$ cat src/rtl/core/tpws_pkg.sv
// Shared types, widths and constants of the term proximity window scorer.
// No dependencies; compile first.
package tpws_pkg;

    localparam int WINDOW_DEPTH = 32;
    localparam int PTR_W        = $clog2(WINDOW_DEPTH);
    localparam int FILL_W       = PTR_W + 1;
    localparam int MAX_TERMS    = 16;
    localparam int TERM_W       = 4;
    localparam int COUNT_W      = FILL_W;
    localparam int DISTINCT_W   = $clog2(MAX_TERMS) + 1;
    localparam int MAX_WINDOW   = 10;
    localparam int WS_W         = 4;
    localparam int POS_W        = 16;
    localparam int RANK_W       = 40;
    localparam int BONUS_W      = 18;
    localparam int PARTIAL_W    = 16;
    localparam int FULL_BONUS   = 256000;
    localparam int WS_RESET     = 1;

    localparam int PADDR_W      = 3;
    localparam int PDATA_W      = 32;
    localparam int REG_IDX_W    = PADDR_W - 2;

    // register indexes
    localparam logic [REG_IDX_W-1:0] REG_WINDOW_SIZE = '0;

    typedef struct packed {
        logic [POS_W-1:0]  pos;
        logic [TERM_W-1:0] term;
    } entry_t;

    localparam int ENTRY_W = $bits(entry_t);

    typedef enum logic [2:0] {
        ST_IDLE,
        ST_FIT,
        ST_OVF,
        ST_ADD,
        ST_FINAL,
        ST_EMIT
    } state_t;

    typedef struct packed {
        logic score;
        logic clear;
        logic set_ovf;
    } rank_ctl_t;

    typedef logic [PARTIAL_W-1:0] partial_t;

    // floor(51200 * distinct / size), Q.8; row = size, column = distinct (< size)
    localparam partial_t PARTIAL_TBL [MAX_WINDOW+1][MAX_WINDOW] = '{
        '{0, 0,     0,     0,     0,     0,     0,     0,     0,     0},
        '{0, 0,     0,     0,     0,     0,     0,     0,     0,     0},
        '{0, 25600, 0,     0,     0,     0,     0,     0,     0,     0},
        '{0, 17066, 34133, 0,     0,     0,     0,     0,     0,     0},
        '{0, 12800, 25600, 38400, 0,     0,     0,     0,     0,     0},
        '{0, 10240, 20480, 30720, 40960, 0,     0,     0,     0,     0},
        '{0, 8533,  17066, 25600, 34133, 42666, 0,     0,     0,     0},
        '{0, 7314,  14628, 21942, 29257, 36571, 43885, 0,     0,     0},
        '{0, 6400,  12800, 19200, 25600, 32000, 38400, 44800, 0,     0},
        '{0, 5688,  11377, 17066, 22755, 28444, 34133, 39822, 45511, 0},
        '{0, 5120,  10240, 15360, 20480, 25600, 30720, 35840, 40960, 46080}
    };

    function automatic logic [BONUS_W-1:0] window_bonus(
        input logic [WS_W-1:0]       eff,
        input logic [DISTINCT_W-1:0] distinct
    );
        logic [BONUS_W-1:0] b;
        if (distinct >= DISTINCT_W'(eff))
        begin
            b = BONUS_W'(FULL_BONUS);
        end
        else
        begin
            b = BONUS_W'(PARTIAL_TBL[eff][distinct[WS_W-1:0]]);
        end
        return b;
    endfunction

endpackage

$ cat src/rtl/core/tpws_if.sv
// Valid/ready channel interfaces: hit words in, rank words out.
// Depends on tpws_pkg.
interface tpws_hit_if;
    logic                         valid;
    logic                         ready;
    logic [tpws_pkg::POS_W-1:0]   position;
    logic [tpws_pkg::TERM_W-1:0]  term_index;
    logic                         present;
    logic                         last;

    modport source (output valid, position, term_index, present, last, input ready);
    modport sink   (input valid, position, term_index, present, last, output ready);
endinterface

interface tpws_res_if;
    logic                         valid;
    logic                         ready;
    logic [tpws_pkg::RANK_W-1:0]  rank;
    logic                         overflow;

    modport source (output valid, rank, overflow, input ready);
    modport sink   (input valid, rank, overflow, output ready);
endinterface

$ cat src/rtl/core/tpws_ram.sv
// Generic single-write, single-read synchronous RAM, registered read data.
// No dependencies.
module tpws_ram #(
    parameter int DEPTH = 32,
    parameter int WIDTH = 20,
    localparam int AW   = $clog2(DEPTH)
) (
    input  logic             clk,
    input  logic             we,
    input  logic [AW-1:0]    waddr,
    input  logic [WIDTH-1:0] wdata,
    input  logic             re,
    input  logic [AW-1:0]    raddr,
    output logic [WIDTH-1:0] rdata
);

    logic [WIDTH-1:0] mem [DEPTH];
    logic [WIDTH-1:0] rdata_reg;

    always_ff @(posedge clk)
    begin
        if (we)
        begin
            mem[waddr] <= wdata;
        end
        if (re)
        begin
            rdata_reg <= mem[raddr];
        end
    end

    assign rdata = rdata_reg;

endmodule

$ cat src/rtl/core/tpws_cfg.sv
// APB-style configuration port holding the window size register.
// Depends on tpws_pkg.
module tpws_cfg (
    input  logic                          clk,
    input  logic                          rst_n,
    input  logic                          psel,
    input  logic                          penable,
    input  logic                          pwrite,
    input  logic [tpws_pkg::PADDR_W-1:0]  paddr,
    input  logic [tpws_pkg::PDATA_W-1:0]  pwdata,
    output logic [tpws_pkg::PDATA_W-1:0]  prdata,
    output logic                          pready,
    output logic [tpws_pkg::WS_W-1:0]     eff_size
);
    import tpws_pkg::*;

    logic [WS_W-1:0]      ws_reg;
    logic [REG_IDX_W-1:0] reg_idx;
    logic                 wr_en;

    assign reg_idx = paddr[PADDR_W-1:2];
    assign pready  = 1'b1;
    assign wr_en   = psel && penable && pwrite && (reg_idx == REG_WINDOW_SIZE);

    always_ff @(posedge clk or negedge rst_n)
    begin
        if (!rst_n)
        begin
            ws_reg <= WS_W'(WS_RESET);
        end
        else if (wr_en)
        begin
            ws_reg <= pwdata[WS_W-1:0];
        end
    end

    always_comb
    begin
        prdata = '0;
        if (reg_idx == REG_WINDOW_SIZE)
        begin
            prdata = PDATA_W'(ws_reg);
        end
    end

    // zero behaves as one, large values clamp
    always_comb
    begin
        if (ws_reg == '0)
        begin
            eff_size = WS_W'(1);
        end
        else if (ws_reg > WS_W'(MAX_WINDOW))
        begin
            eff_size = WS_W'(MAX_WINDOW);
        end
        else
        begin
            eff_size = ws_reg;
        end
    end

endmodule

$ cat src/rtl/core/tpws_rank.sv
// Rank accumulator: window bonus lookup, saturating add, overflow flag.
// Depends on tpws_pkg.
module tpws_rank (
    input  logic                            clk,
    input  logic                            rst_n,
    input  tpws_pkg::rank_ctl_t             ctl,
    input  logic [tpws_pkg::WS_W-1:0]       eff_size,
    input  logic [tpws_pkg::DISTINCT_W-1:0] distinct,
    output logic [tpws_pkg::RANK_W-1:0]     rank,
    output logic                            overflow
);
    import tpws_pkg::*;

    logic [RANK_W-1:0]  rank_reg, rank_next;
    logic               ovf_reg, ovf_next;
    logic [BONUS_W-1:0] bonus;
    logic [RANK_W:0]    sum;

    assign bonus = window_bonus(eff_size, distinct);
    assign sum   = {1'b0, rank_reg} + (RANK_W + 1)'(bonus);

    always_comb
    begin
        rank_next = rank_reg;
        ovf_next  = ovf_reg;
        if (ctl.clear)
        begin
            rank_next = '0;
            ovf_next  = 1'b0;
        end
        else
        begin
            if (ctl.score)
            begin
                if (sum[RANK_W])
                begin
                    rank_next = '1;
                    ovf_next  = 1'b1;
                end
                else
                begin
                    rank_next = sum[RANK_W-1:0];
                end
            end
            if (ctl.set_ovf)
            begin
                ovf_next = 1'b1;
            end
        end
    end

    always_ff @(posedge clk or negedge rst_n)
    begin
        if (!rst_n)
        begin
            rank_reg <= '0;
            ovf_reg  <= 1'b0;
        end
        else
        begin
            rank_reg <= rank_next;
            ovf_reg  <= ovf_next;
        end
    end

    assign rank     = rank_reg;
    assign overflow = ovf_reg;

endmodule

$ cat src/rtl/core/term_proximity_window_scorer_core.sv
// Term proximity window scorer, top level: sequencer, window ring RAM, term counts.
// Sequence: a hit that fits is accepted, fit-checked and stored; each hit
// dropped from the window adds a fit-check pass, a store overflow adds an overflow drop.
// A last word adds a final score and a result load; the result sits in an output register.
// One word in flight at a time; the fit/drop loop on the ring RAM read sets the rate.
// Reset (async, rst_n low): empty window, zero counts/rank, window size 1; RAM uncleared.
module term_proximity_window_scorer_core (
    input  logic                          clk,
    input  logic                          rst_n,
    input  logic                          psel,
    input  logic                          penable,
    input  logic                          pwrite,
    input  logic [tpws_pkg::PADDR_W-1:0]  paddr,
    input  logic [tpws_pkg::PDATA_W-1:0]  pwdata,
    output logic [tpws_pkg::PDATA_W-1:0]  prdata,
    output logic                          pready,
    tpws_hit_if.sink                      hits,
    tpws_res_if.source                    result
);
    import tpws_pkg::*;

    // Sequencer state and window bookkeeping
    state_t                state_reg, state_next;
    logic [PTR_W-1:0]      head_reg, head_next;
    logic [FILL_W-1:0]     fill_reg, fill_next;
    logic [DISTINCT_W-1:0] distinct_reg, distinct_next;
    logic                  scored_reg, scored_next;     // first drop of this word scored
    logic                  load_pend_reg, load_pend_next; // RAM read data is the new head

    // Cached copy of the oldest entry, refreshed from the RAM after each drop
    entry_t                cache_reg, cache_next;
    entry_t                head_ent;

    // Word being worked on
    logic [POS_W-1:0]      pos_reg;
    logic [TERM_W-1:0]     term_reg;
    logic                  present_reg;
    logic                  last_reg;

    // Result register
    logic                  out_valid_reg, out_valid_next;
    logic [RANK_W-1:0]     out_rank_reg, out_rank_next;
    logic                  out_ovf_reg, out_ovf_next;

    // Term count registers: one read/modify/write a cycle
    logic [COUNT_W-1:0]    counts_reg [MAX_TERMS];
    logic [TERM_W-1:0]     cnt_idx;
    logic [COUNT_W-1:0]    cnt_rd;
    logic [COUNT_W-1:0]    cnt_wval;
    logic                  cnt_we;
    logic                  cnt_clr;

    // Ring RAM ports
    logic                  ram_we, ram_re;
    logic [PTR_W-1:0]      ram_waddr, ram_raddr;
    entry_t                ram_wdata;
    logic [ENTRY_W-1:0]    ram_rdata;

    logic [WS_W-1:0]       eff_size;
    rank_ctl_t             rctl;
    logic [RANK_W-1:0]     rank;
    logic                  rank_ovf;

    logic                  fits;
    logic [POS_W-1:0]      span;
    logic                  full;
    logic                  accept;

    tpws_cfg u_cfg (
        .clk      (clk),
        .rst_n    (rst_n),
        .psel     (psel),
        .penable  (penable),
        .pwrite   (pwrite),
        .paddr    (paddr),
        .pwdata   (pwdata),
        .prdata   (prdata),
        .pready   (pready),
        .eff_size (eff_size)
    );

    tpws_ram #(
        .DEPTH (WINDOW_DEPTH),
        .WIDTH (ENTRY_W)
    ) u_ram (
        .clk   (clk),
        .we    (ram_we),
        .waddr (ram_waddr),
        .wdata (ram_wdata),
        .re    (ram_re),
        .raddr (ram_raddr),
        .rdata (ram_rdata)
    );

    tpws_rank u_rank (
        .clk      (clk),
        .rst_n    (rst_n),
        .ctl      (rctl),
        .eff_size (eff_size),
        .distinct (distinct_reg),
        .rank     (rank),
        .overflow (rank_ovf)
    );

    // Forward the fresh RAM read in the cycle after a drop
    assign head_ent = load_pend_reg ? entry_t'(ram_rdata) : cache_reg;

    // Fits if empty, or newest not below oldest and span under the window size
    assign span = pos_reg - head_ent.pos;
    assign fits = (fill_reg == '0) ||
                  ((pos_reg >= head_ent.pos) && (span < POS_W'(eff_size)));
    assign full = (fill_reg == FILL_W'(WINDOW_DEPTH));

    assign hits.ready = (state_reg == ST_IDLE);
    assign accept     = hits.valid && hits.ready;
    assign cnt_rd     = counts_reg[cnt_idx];

    assign result.valid    = out_valid_reg;
    assign result.rank     = out_rank_reg;
    assign result.overflow = out_ovf_reg;

    always_comb
    begin
        state_next     = state_reg;
        head_next      = head_reg;
        fill_next      = fill_reg;
        distinct_next  = distinct_reg;
        scored_next    = scored_reg;
        load_pend_next = 1'b0;
        cache_next     = head_ent;
        out_valid_next = out_valid_reg && !result.ready;
        out_rank_next  = out_rank_reg;
        out_ovf_next   = out_ovf_reg;
        cnt_idx        = head_ent.term;
        cnt_wval       = cnt_rd;
        cnt_we         = 1'b0;
        cnt_clr        = 1'b0;
        ram_we         = 1'b0;
        ram_re         = 1'b0;
        ram_waddr      = head_reg + fill_reg[PTR_W-1:0];
        ram_wdata      = '{pos: pos_reg, term: term_reg};
        ram_raddr      = head_reg + PTR_W'(1);
        rctl           = '0;

        unique case (state_reg)
            ST_IDLE:
            begin
                if (accept)
                begin
                    scored_next = 1'b0;
                    state_next  = ST_FIT;
                end
            end

            ST_FIT:
            begin
                if (!present_reg)
                begin
                    state_next = last_reg ? ST_FINAL : ST_IDLE;
                end
                else if (fits)
                begin
                    state_next = full ? ST_OVF : ST_ADD;
                end
                else
                begin
                    // score once per word, then drop the oldest hit
                    if (!scored_reg)
                    begin
                        rctl.score  = 1'b1;
                        scored_next = 1'b1;
                    end
                    cnt_we = 1'b1;
                    if (cnt_rd != '0)
                    begin
                        cnt_wval = cnt_rd - COUNT_W'(1);
                        if ((cnt_rd == COUNT_W'(1)) && (distinct_reg != '0))
                        begin
                            distinct_next = distinct_reg - DISTINCT_W'(1);
                        end
                    end
                    head_next = head_reg + PTR_W'(1);
                    fill_next = fill_reg - FILL_W'(1);
                    if (fill_reg > FILL_W'(1))
                    begin
                        ram_re         = 1'b1;
                        load_pend_next = 1'b1;
                    end
                end
            end

            ST_OVF:
            begin
                // store full: drop oldest unscored, flag overflow
                rctl.set_ovf = 1'b1;
                cnt_we       = 1'b1;
                if (cnt_rd != '0)
                begin
                    cnt_wval = cnt_rd - COUNT_W'(1);
                    if ((cnt_rd == COUNT_W'(1)) && (distinct_reg != '0))
                    begin
                        distinct_next = distinct_reg - DISTINCT_W'(1);
                    end
                end
                head_next      = head_reg + PTR_W'(1);
                fill_next      = fill_reg - FILL_W'(1);
                ram_re         = 1'b1;
                load_pend_next = 1'b1;
                state_next     = ST_ADD;
            end

            ST_ADD:
            begin
                ram_we   = 1'b1;
                cnt_idx  = term_reg;
                cnt_we   = 1'b1;
                cnt_wval = cnt_rd + COUNT_W'(1);
                if (cnt_rd == '0)
                begin
                    distinct_next = distinct_reg + DISTINCT_W'(1);
                end
                fill_next = fill_reg + FILL_W'(1);
                if (fill_reg == '0)
                begin
                    cache_next = '{pos: pos_reg, term: term_reg};
                end
                state_next = last_reg ? ST_FINAL : ST_IDLE;
            end

            ST_FINAL:
            begin
                if (fill_reg != '0)
                begin
                    rctl.score = 1'b1;
                end
                state_next = ST_EMIT;
            end

            ST_EMIT:
            begin
                // wait for the result register, then start a fresh zone
                if (!out_valid_reg || result.ready)
                begin
                    out_valid_next = 1'b1;
                    out_rank_next  = rank;
                    out_ovf_next   = rank_ovf;
                    rctl.clear     = 1'b1;
                    cnt_clr        = 1'b1;
                    head_next      = '0;
                    fill_next      = '0;
                    distinct_next  = '0;
                    state_next     = ST_IDLE;
                end
            end

            default:
            begin
                state_next = ST_IDLE;
            end
        endcase
    end

    always_ff @(posedge clk or negedge rst_n)
    begin
        if (!rst_n)
        begin
            state_reg     <= ST_IDLE;
            head_reg      <= '0;
            fill_reg      <= '0;
            distinct_reg  <= '0;
            scored_reg    <= 1'b0;
            load_pend_reg <= 1'b0;
            out_valid_reg <= 1'b0;
        end
        else
        begin
            state_reg     <= state_next;
            head_reg      <= head_next;
            fill_reg      <= fill_next;
            distinct_reg  <= distinct_next;
            scored_reg    <= scored_next;
            load_pend_reg <= load_pend_next;
            out_valid_reg <= out_valid_next;
        end
    end

    // Payload registers
    always_ff @(posedge clk)
    begin
        cache_reg    <= cache_next;
        out_rank_reg <= out_rank_next;
        out_ovf_reg  <= out_ovf_next;
        if (accept)
        begin
            pos_reg     <= hits.position;
            term_reg    <= hits.term_index;
            present_reg <= hits.present;
            last_reg    <= hits.last;
        end
    end

    always_ff @(posedge clk or negedge rst_n)
    begin
        if (!rst_n)
        begin
            for (int i = 0; i < MAX_TERMS; i++)
            begin
                counts_reg[i] <= '0;
            end
        end
        else if (cnt_clr)
        begin
            for (int i = 0; i < MAX_TERMS; i++)
            begin
                counts_reg[i] <= '0;
            end
        end
        else if (cnt_we)
        begin
            counts_reg[cnt_idx] <= cnt_wval;
        end
    end

endmodule

$ cat src/flat_wrapper.sv
// flat-port wrapper written by rule: the top's interface ports become plain ports
module term_proximity_window_scorer_core_flat import tpws_pkg::*;
  (clk, rst_n, psel, penable, pwrite, paddr, pwdata, prdata, pready, hits_valid, hits_position, hits_term_index, hits_present, hits_last, hits_ready, result_valid, result_rank, result_overflow, result_ready);
  tpws_hit_if hits_i ();
  tpws_res_if result_i ();
  input  logic clk;
  input  logic rst_n;
  input  logic psel;
  input  logic penable;
  input  logic pwrite;
  input  logic [tpws_pkg::PADDR_W-1:0] paddr;
  input  logic [tpws_pkg::PDATA_W-1:0] pwdata;
  output logic [tpws_pkg::PDATA_W-1:0] prdata;
  output logic pready;
  input wire logic [$bits(hits_i.valid)-1:0] hits_valid;
  input wire logic [$bits(hits_i.position)-1:0] hits_position;
  input wire logic [$bits(hits_i.term_index)-1:0] hits_term_index;
  input wire logic [$bits(hits_i.present)-1:0] hits_present;
  input wire logic [$bits(hits_i.last)-1:0] hits_last;
  output wire logic [$bits(hits_i.ready)-1:0] hits_ready;
  output wire logic [$bits(result_i.valid)-1:0] result_valid;
  output wire logic [$bits(result_i.rank)-1:0] result_rank;
  output wire logic [$bits(result_i.overflow)-1:0] result_overflow;
  input wire logic [$bits(result_i.ready)-1:0] result_ready;
  assign hits_i.valid = hits_valid;
  assign hits_i.position = hits_position;
  assign hits_i.term_index = hits_term_index;
  assign hits_i.present = hits_present;
  assign hits_i.last = hits_last;
  assign hits_ready = hits_i.ready;
  assign result_valid = result_i.valid;
  assign result_rank = result_i.rank;
  assign result_overflow = result_i.overflow;
  assign result_i.ready = result_ready;
  term_proximity_window_scorer_core u_core (.clk(clk), .rst_n(rst_n), .psel(psel), .penable(penable), .pwrite(pwrite), .paddr(paddr), .pwdata(pwdata), .prdata(prdata), .pready(pready), .hits(hits_i), .result(result_i));
endmodule
$ cat config.mk
export PLATFORM = sky130hd
export DESIGN_NAME = term_proximity_window_scorer_core_flat
export DESIGN_NICKNAME = d
export VERILOG_FILES = /design/src/rtl/core/tpws_pkg.sv /design/src/rtl/core/tpws_if.sv /design/src/rtl/core/tpws_ram.sv /design/src/rtl/core/tpws_cfg.sv /design/src/rtl/core/tpws_rank.sv /design/src/rtl/core/term_proximity_window_scorer_core.sv /design/src/flat_wrapper.sv
export SDC_FILE = /design/constraint.sdc
export NUM_CORES = 1
export LEC_CHECK = 0
export BUFFER_PORTS_ARGS = -buffer_cell sky130_fd_sc_hd__buf_2
export CAP_MARGIN = 20
export CORE_MARGIN = 5
export CORE_UTILIZATION = 60
export CTS_CLUSTER_SIZE = 14
export DETAILED_ROUTE_END_ITERATION = 16
export PLACE_DENSITY = 0.87
export SYNTH_ARGS = -nofsm -noshare
export SYNTH_HDL_FRONTEND = slang
export SYNTH_SLANG_ARGS = --single-unit
$ cat constraint.sdc
create_clock -name clk -period 8.6 [get_ports clk]
set_clock_uncertainty 0.1 [all_clocks]
set_input_delay 0.43 -clock clk [delete_from_list [all_inputs] [get_ports clk]]
set_output_delay 0.43 -clock clk [all_outputs]
set_load 0.01 [all_outputs]
Yosys cells after proc, flatten, opt, wreduce, memory -nomap -nowiden

Memories as Yosys holds them, arrays and structs flattened. A register that Yosys moved wholly into a read port is not among the register bits.
Index checks and enable logic that the tools add are counted.

$mul: 0
Equal/unequal tests: 13
Bitwise gates (word level): 4
Div/mod/pow operators: 0
Multiplexer cells: 77
Add/sub/neg operators: 10
$lt $le $gt $ge: 9
Shift operators: 0
Reduce and logical (&&, ||, !) cells: 34

Operator list:

| kind                                                     | count |
|---|---|
| 160-bit two-way mux                                      | 2 |
| 96-bit two-way mux                                       | 2 |
| 40-bit two-way mux                                       | 3 |
| 96-bit bitwise mux                                       | 1 |
| 16-bit binary-select mux with 4-bit select               | 1 |
| 20-bit two-way mux                                       | 3 |
| 6-bit two-way mux                                        | 9 |
| 40-bit by 18-bit adder with 41-bit output                | 1 |
| 5-bit two-way mux                                        | 8 |
| 16-bit two-way mux                                       | 2 |
| 1-bit two-way mux                                        | 25 |
| 6-bit binary-select mux with 4-bit select                | 1 |
| 6-bit demux with 4-bit select                            | 1 |
| 6-bit case mux with 4 select lines                       | 1 |
| 5-bit case mux with 4 select lines                       | 1 |
| 18-bit two-way mux                                       | 1 |
| 3-bit case mux with 6 select lines                       | 1 |
| 6-bit case mux with 3 select lines                       | 1 |
| 16-bit greater-or-equal comparator                       | 1 |
| 16-bit by 4-bit < comparator with 1-bit output           | 1 |
| 4-bit two-way mux                                        | 4 |
| 16-bit subtractor                                        | 1 |
| 5-bit greater-or-equal comparator, second input constant | 3 |
| 3-bit two-way mux                                        | 5 |
| other kinds (37)                                         | 68 |

Output and inout port bits: 76
Bits in registers: 246
Logic and storage cells: 183
Memory bits (writable): 640
Bits in latches: 0
Memories: 2
Bits in read-only memories: 2560

Memory list:

| memory           | words | width | read ports | clocked after memory_dff | wr ports | line           | source |
|---|---|---|---|---|---|---|---|
| (name not given) | 16    | 160   | 1          | 0                        | 0        | tpws_pkg.sv:78 | `b = BONUS_W'(PARTIAL_TBL[eff][distinct[WS_W-1:0]]);` |
| u_core.u_ram.mem | 32    | 20    | 1          | 1                        | 1        | tpws_ram.sv:17 | `logic [WIDTH-1:0] mem [DEPTH];` |

Longest topological paths before layout

Gate-level depths: netlist of run 1.

Depth after elaboration: 16
Mapped depth: 28
Depth with buffers taken out: 25

Modules after synthesis

A second synthesis of run 1 with hierarchy kept.

Cell total of the unflattened synthesis: 3030
Area total of the unflattened synthesis: 41340.9 um2

By module, submodules not included:

| module                            | cells each | seq. area each (um2) | area each (um2) | times used |
|---|---|---|---|---|
| tpws_ram                          | 1414       | 19819.0              | 25753.4         | 1 |
| term_proximity_window_scorer_core | 1029       | 5245.0               | 11021.8         | 1 |
| tpws_rank                         | 537        | 1026.0               | 4105.2          | 1 |
| tpws_cfg                          | 50         | 101.3                | 460.4           | 1 |

Worst setup path after synthesis of run 1

Ideal clock, no wire load.

Path type: register to register
Start: reg u_core.u_cfg.ws_reg[3]
End: reg u_core.u_rank.rank_reg[26], in the netlist u_core.u_rank.rank[26]
Path slack: 2.687 ns
Buffers on the path: 5
Data arrival time: 5.692 ns
Stages on the path, launching flop included: 28
Cell sequence: dfrtp_1 clkbuf_1 clkbuf_1 buf_1 a21oi_1 inv_1 ha_1 nor2b_1 nand2_1 nand2_1 a21o_1 a22oi_1 nor2_1 a21oi_1 a21oi_1 fa_1 a21o_1 a21oi_1 nor2b_1 a2111o_1 a2111o_1 o211ai_1 o21a_1 or3_1 clkbuf_1 clkbuf_1 o31ai_1 a32o_1

Longest elaborated chain between the ends: 15

RTL lines:

| element                                                | line            | source |
|---|---|---|
| start, declared                                        | tpws_cfg.sv:17  | `logic [WS_W-1:0] ws_reg;` |
| start signal, assigned                                 | tpws_cfg.sv:29  | `ws_reg <= WS_W'(WS_RESET);` |
| start signal, assigned                                 | tpws_cfg.sv:33  | `ws_reg <= pwdata[WS_W-1:0];` |
| 4-bit > comparator                                     | tpws_cfg.sv:53  | `else if (ws_reg > WS_W'(MAX_WINDOW))` |
| 4-bit two-way mux                                      | tpws_cfg.sv:53  |  |
| 4-bit two-way mux (*)                                  | tpws_cfg.sv:49  | `if (ws_reg == '0)` |
| 4-bit inverter with 5-bit output (not written as such) | tpws_pkg.sv:78  |  |
| memory read 16 x 160 bit                               | -               |  |
| 160-bit two-way mux (not written as such) (2 in a row) | tpws_pkg.sv:78  |  |
| 16-bit binary-select mux with 4-bit select             | tpws_pkg.sv:78  |  |
| 16-bit two-way mux (not written as such) (2 in a row)  | tpws_pkg.sv:78  |  |
| 18-bit two-way mux                                     | tpws_pkg.sv:72  | `if (distinct >= DISTINCT_W'(eff))` |
| 40-bit by 18-bit adder with 41-bit output              | tpws_rank.sv:20 | `assign sum = {1'b0, rank_reg} + (RANK_W + 1)'(bonus);` |
| 40-bit two-way mux                                     | tpws_rank.sv:35 | `if (sum[RANK_W])` |
| 40-bit two-way mux                                     | tpws_rank.sv:33 | `if (ctl.score)` |
| 40-bit two-way mux                                     | tpws_rank.sv:26 | `if (ctl.clear)` |
| end signal, assigned                                   | tpws_rank.sv:61 | `rank_reg <= rank_next;` |
| end, declared                                          | tpws_rank.sv:14 | `logic [RANK_W-1:0] rank_reg, rank_next;` |

Every way passes the cells marked *; elsewhere a longest branch is shown, timed or not. The select of a mux whose other input is x is not followed.
A chain may end at the register's enable or synchronous reset.

Worst setup path in the final report of run 1

Start: reg u_core.u_cfg.ws_reg[2]
End: reg u_core.u_rank.rank_reg[33], in the netlist u_core.u_rank.rank[33]

The elaborated chain is that of the path after synthesis.

==> impl_metrics.yaml, run 1 <==
outcome:
  status: "finished, final reports clean"
min_path:
  hp-class: "in2reg"
sta:
  period_needed_ps: 7206
  setup_viol: 0
  rsz0062_at_grt: "false"
  tightest_slew_ps: 1199
  slew_headroom_pct: 20.05
  report.final.slew_viol_count: 0
  finalHoldViolations: 0
  setup_tns_ps: 0
  period_share_pct: 83.79
  fmax_mhz: 138.8
cells_and_area:
  final_area_mm2: 0.04446
  drive_gt1_share_pct: 21.26
  final_cell_mix: "edfxtp_1, mux4_2, dfrtp_1, o21ai_0, nand2_1"
  layout_commonest_cell: "edfxtp_1"
  largest_reg_flops: 640
  fin_nets: 2798
  synthToLayoutAreaGrowth_pct: 11.44
  diodes: 0
  fill_cells: 4078
logic_synthesis:
  async_flop_share_pct: 17.99
  synthCells: 2561
  synthTopCellsByArea: "edfxtp_1, mux4_2, dfrtp_1"
  synth-seq-cells: 906
  synth_area_leader_cell: "edfxtp_1"
  synth_flop_cell: "edfxtp_1"
  syn_avg_cell_area_um2: 15.58
  ys_types: 95
  yosysWarnings: 0
  synth_area_mm2: 0.03990
  ys_seq_area_share_pct: 65.65
  synth_edf_count: 723
  synth_top_area_share_pct: 54.42
power_and_ir_drop:
  ir_drop_mv: 0.2703
  p_per_area_mw_per_mm2: 370.7
  p_leak_nw: 15.46
clocking:
  cts_tree: "done"
  htreeDepth: 3
  clk_latency_ps: 670
  cts_num_sinks: 906
  clockBufferDepth: 3
  root_buffer: "clkbuf_16"
  cts.clk_slew.worst_paths_ps: 60
  cts_resized: 0
  numCtsBuffers: 87
grt:
  overflow: 0
  grt_pass1_vias: 24680
  grt_pass1_wl_mm: 152.4
  grt_usage_pct: 28.13
  antenna_found_initial: 0
  grt_max_degree: 118
floorplanning:
  die_x_um: 267.9
  ioPinCount: 140
  core-area_mm2: 0.06586
  dieArea_mm2: 0.07175
  rows: 94
  initial_core_util_pct: 60.58
  die_h_um: 267.9
place:
  io_buffers: 80
  post-dp-hpwl_mm: 57.11
  dpl_cell_area_mm2: 0.04128
  gp_congestion: 0.9203
setup_path:
  critPathRequiredTime_ps: 8980
  critPathKind: "reg2reg"
  critPathMaxFanout: 21
  crit_path_end_kind: "register"
  start_kind: "register"
  worst_ep_arrival_time_ps: 7590
routing:
  vias: 24880
  drt_iter0_drc: 4135
  ant_nets: 0
  wire_per_inst_um: 28.08
  drt_first_pass_iters: 6
  viasPerCell: 6.907
  drcViolationCount: 0
  finalWirelength_mm: 101.1
run:
  maxCapViolCount: 0
-- layer usage --
metal	up-vias	GRT usage, %	part of all wire (%)
met5	-	0	0
met4	0	10.08	3.9
met3	253	4.770	9.1
met2	1717	47.95	51
met1	12610	37.30	36
li1	10300	-	-
-- critical path, cell delays in order, from the launching register on --
cell	delay (ps)
dfrtp_1	610
or2_1	420
maj3_2	400
inv_1	170
ha_1	250
nand2b_1	140
a21o_1	180
a21o_1	180
a211oi_1	490
inv_1	280
a2111oi_0	480
ha_1	400
nor2b_1	180
a2111o_1	390
a2111o_1	380
o211ai_1	180
o21a_1	370
or3_1	670
and2_0	470
and3b_1	230
nor3_1	50
-- layout make-up --
type	instances	area [um^2]	share of cell area [%]
Multi-Input combinational cell	1455	12970	29.17
Inverter	42	160.2	0.3602
Tap cell	864	1081	2.431
Sequential cell	906	26200	58.91
Timing Repair Buffer	174	1260	2.834
Clock inverter	45	440.4	0.9905
Clock buffer	116	2359	5.304
-- synthesized netlist by cell type (all sizes together), types with 27 or more instances --
library cell,count
edfxtp,723
mux4,204
dfrtp,162
o21ai,154
nand2,145
nor2,128
nand3,120
a21oi,117
clkbuf,101
buf,84
ha,64
mux2i,45
inv,39
mux2,32
a21o,31
a211oi,27
-- final timing paths --
path                                                     from                            endpoint  slack (ps)  cells past startpoint
min                                                hits_valid       u_core.scored_reg$_DFFE_PN0P_         110                      4
max in group asynchronous                               rst_n   u_core.counts_reg[27]$_DFFE_PN0P_        6660                      3
max reg2reg                u_core.u_cfg.ws_reg[2]$_DFFE_PN0P_  u_core.u_rank.rank[33]$_DFFE_PN0P_        1390                     20
min reg2reg                 u_core.u_rank.rank[8]$_DFFE_PN0P_     u_core.result.rank[8]$_DFFE_PP_         390                      0
min in group asynchronous                               rst_n  u_core.u_cfg.ws_reg[2]$_DFFE_PN0P_         350                      2
max                        u_core.u_cfg.ws_reg[2]$_DFFE_PN0P_  u_core.u_rank.rank[33]$_DFFE_PN0P_        1390                     20
-- metrics by stage --
step,cells,worst slack (ps),hold WS [ps],util (%),power [W]
2_1_floorplan,2588,2687,34.41,-,0.01063
3_3_place_gp,3407,1669,369.4,62.67,0.01213
3_5_place_dp,3408,1517,376.9,62.67,0.01248
4_1_cts,3596,1451,67.32,67.33,0.01637
5_1_grt,3602,849.6,108.5,67.51,0.01724
6_report,3602,1394,105.0,67.51,0.01648
-- cells by family (layout without fill, tap and decap cells) --
| kind of cell | after synthesis | in the layout | synth area share (%) |
|---|---|---|---|
| compound gates | 522 | 522 | 8.712 |
| xor+xnor | 35 | 35 | 0.7683 |
| fa+ha+maj | 69 | 69 | 2.236 |
| mux | 281 | 281 | 13.61 |
| buf+inv | 227 | 377 | 2.691 |
| flops | 906 | 906 | 65.65 |
| other cells | 2 | 29 | 0.01882 |
| simple gates | 519 | 519 | 6.319 |
-- power by group --
part	total [W]	leakage (nW)	switching (W)	internal, W
logic	0.00690	5.21	0.00407	0.00283
clock network	0.00379	1.36	0.00168	0.00210
registers	0.00579	8.89	0.000409	0.00538
total	0.0165	15.5	0.00616	0.0103
-- what timing repair did --
item / CTS / global route
hold endpoints to repair: 127 / 0
buffers inserted: 0 / 0
hold buffers: 27 / 0
(Power assumes the default switching activity.)
==> run 2: changes to the inputs <==
clock period = 7.14 ns   (was 8.6 ns; I/O delays follow)
==> impl_metrics.yaml, run 2 (synthesis results as in run 1) <==
outcome:
  status: "finished, final reports clean"
setup_path:
  critPathRequiredTime_ps: 7520
  path_cells: "buf_4 > maj3_2 > inv_1 > ha_1 > nand2b_1 > a21o_1 > a21o_1 > a211oi_1 > inv_1 > a2111oi_0 > ha_1 > nor2b_1 > a2111o_1 > a2111o_1 > o211ai_1 > o21a_1 > or3_1 > and2_0 > and3b_1 > nor3_1"
  cp_num_buf_inv: 3
  critPathMaxFanout: 14
  start_kind: "register"
  critPathTopFamily: "compound AO/OA/AOI/OAI gates"
  critPathKind: "reg2reg"
  critPathSlowestCell: "dfrtp_1"
  cpPeakStageDelay_ps: 530
  crit_path_end_kind: "register"
  worst_ep_arrival_time_ps: 7060
routing:
  vias: 25000
  finalWirelength_mm: 104.9
  viasPerCell: 6.940
  ant_nets: 0
  drcViolationCount: 0
  drt_first_pass_iters: 8
  drt_iter0_drc: 3981
  wire_per_inst_um: 29.12
sta:
  rsz0062_at_grt: "false"
  setup_slack_ps: 458.9
  period_needed_ps: 6681
  period_share_pct: 93.57
  fmax_mhz: 149.7
  finalHoldViolations: 0
  setup_tns_ps: 0
  report.final.slew_viol_count: 0
  tightest_slew_ps: 1121
  setup_viol: 0
  slew_headroom_pct: 25.25
clocking:
  numCtsBuffers: 88
  root_buffer: "clkbuf_16"
  cts_tree: "done"
  cts.clk_slew.worst_paths_ps: 60
  cts_setup_buffers: 0
  clk_latency_ps: 680
  htreeDepth: 3
  cts_num_sinks: 906
  clockBufferDepth: 3
  cts_resized: 0
floorplanning:
  rows: 94
  ioPinCount: 140
  die_x_um: 267.9
  dieArea_mm2: 0.07175
  core-area_mm2: 0.06586
  die_h_um: 267.9
  initial_core_util_pct: 60.58
cells_and_area:
  final_cell_mix: "edfxtp_1, mux4_2, dfrtp_1, o21ai_0, nand2_1"
  diodes: 0
  synthToLayoutAreaGrowth_pct: 11.80
  fill_cells: 4123
  layout_commonest_cell: "edfxtp_1"
  drive_gt1_share_pct: 21.22
  fin_nets: 2801
  largest_reg_flops: 640
  final_util_pct: 67.73
min_path:
  hp-class: "in2reg"
grt:
  grt_pass1_wl_mm: 157.3
  grt_usage_pct: 29.29
  antenna_found_initial: 0
  grt_max_degree: 112
  overflow: 0
  grt_pass1_vias: 25160
power_and_ir_drop:
  power_w: 0.02005
  ir_drop_mv: 0.3811
  p_per_area_mw_per_mm2: 449.6
  p_leak_nw: 15.49
place:
  place_ws_ps: 592.4
  io_buffers: 80
  gp_congestion: 0.9390
  post-dp-hpwl_mm: 57.26
run:
  maxCapViolCount: 0
==> run 2: cell types whose count changed in the layout (fill, tap and decap cells not counted), moves of 2 or more <==
cell / change
clkinv_1: -4
clkinv_16: +3
buf_8: -3
clkbuf_1: +4
inv_16: -3
clkinv_2: -5
nor2_4: +10
buf_16: +2
buf_4: +3
nor2_2: -10
==> run 2: stage by stage <==
step | std cells | hold slack (ps) | instance area, um^2
after floorplan | 2588 | -38.59 | 40000
after global placement | 3411 | 301.4 | 41350
after detailed placement | 3412 | 305.7 | 41380
after CTS | 3598 | 29.30 | 44510
after global routing | 3602 | 76.90 | 44610
final | 3602 | 65.97 | 44610
==> run 2: tightest hold or removal path, cell delays in order <==
cell and delay, ps:
buf_2 120, inv_1 60, o21ai_0 140, a21oi_1 70
==> run 2: power breakdown <==
part / internal, W / switching [W] / total (W)
sequential: 0.00648 / 0.000448 / 0.00693
combinational: 0.00346 / 0.00502 / 0.00848
clock: 0.00259 / 0.00206 / 0.00465
total: 0.0125 / 0.00753 / 0.0201
==> run 2: final timing paths <==
check	slack (ps)	cells after the start	startpoint	to
max in group asynchronous	4990	4	rst_n	u_core.counts_reg[39]$_DFFE_PN0P_
worst max-delay path	460	20	u_core.u_cfg.ws_reg[3]$_DFFE_PN0P_	u_core.u_rank.rank[33]$_DFFE_PN0P_
worst min-delay path	70	4	hits_valid	u_core.scored_reg$_DFFE_PN0P_
min in group asynchronous	190	2	rst_n	u_core.u_rank.rank[4]$_DFFE_PN0P_
worst min register to register	390	0	u_core.u_rank.rank[36]$_DFFE_PN0P_	u_core.result.rank[36]$_DFFE_PP_
worst max register to register	460	20	u_core.u_cfg.ws_reg[3]$_DFFE_PN0P_	u_core.u_rank.rank[33]$_DFFE_PN0P_
==> run 2: layout make-up <==
class                           count  area [um^2]  area share, %
Clock inverter                     38        470.5          1.055
Sequential cell                   906        26200          58.72
Multi-Input combinational cell   1455        13010          29.16
Timing Repair Buffer              176         1308          2.931
Inverter                           42        160.2         0.3590
Tap cell                          864         1081          2.423
Clock buffer                      121         2387          5.352
==> run 2: metal layers <==
metal | vias to the layer above | track usage (%) | wire [um]
li1 | 10310 | - | -
met1 | 12650 | 38.18 | 37280
met2 | 1692 | 49.65 | 53060
met3 | 343 | 5.338 | 9602
met4 | 0 | 11.86 | 4962
met5 | - | 0 | 0
==> run 2: what timing repair did <==
action | 4_1_cts | 5_1_grt
setup endpoints to repair | 0 | 0
hold buffers | 27 | 0
hold endpoints to repair | 91 | 0
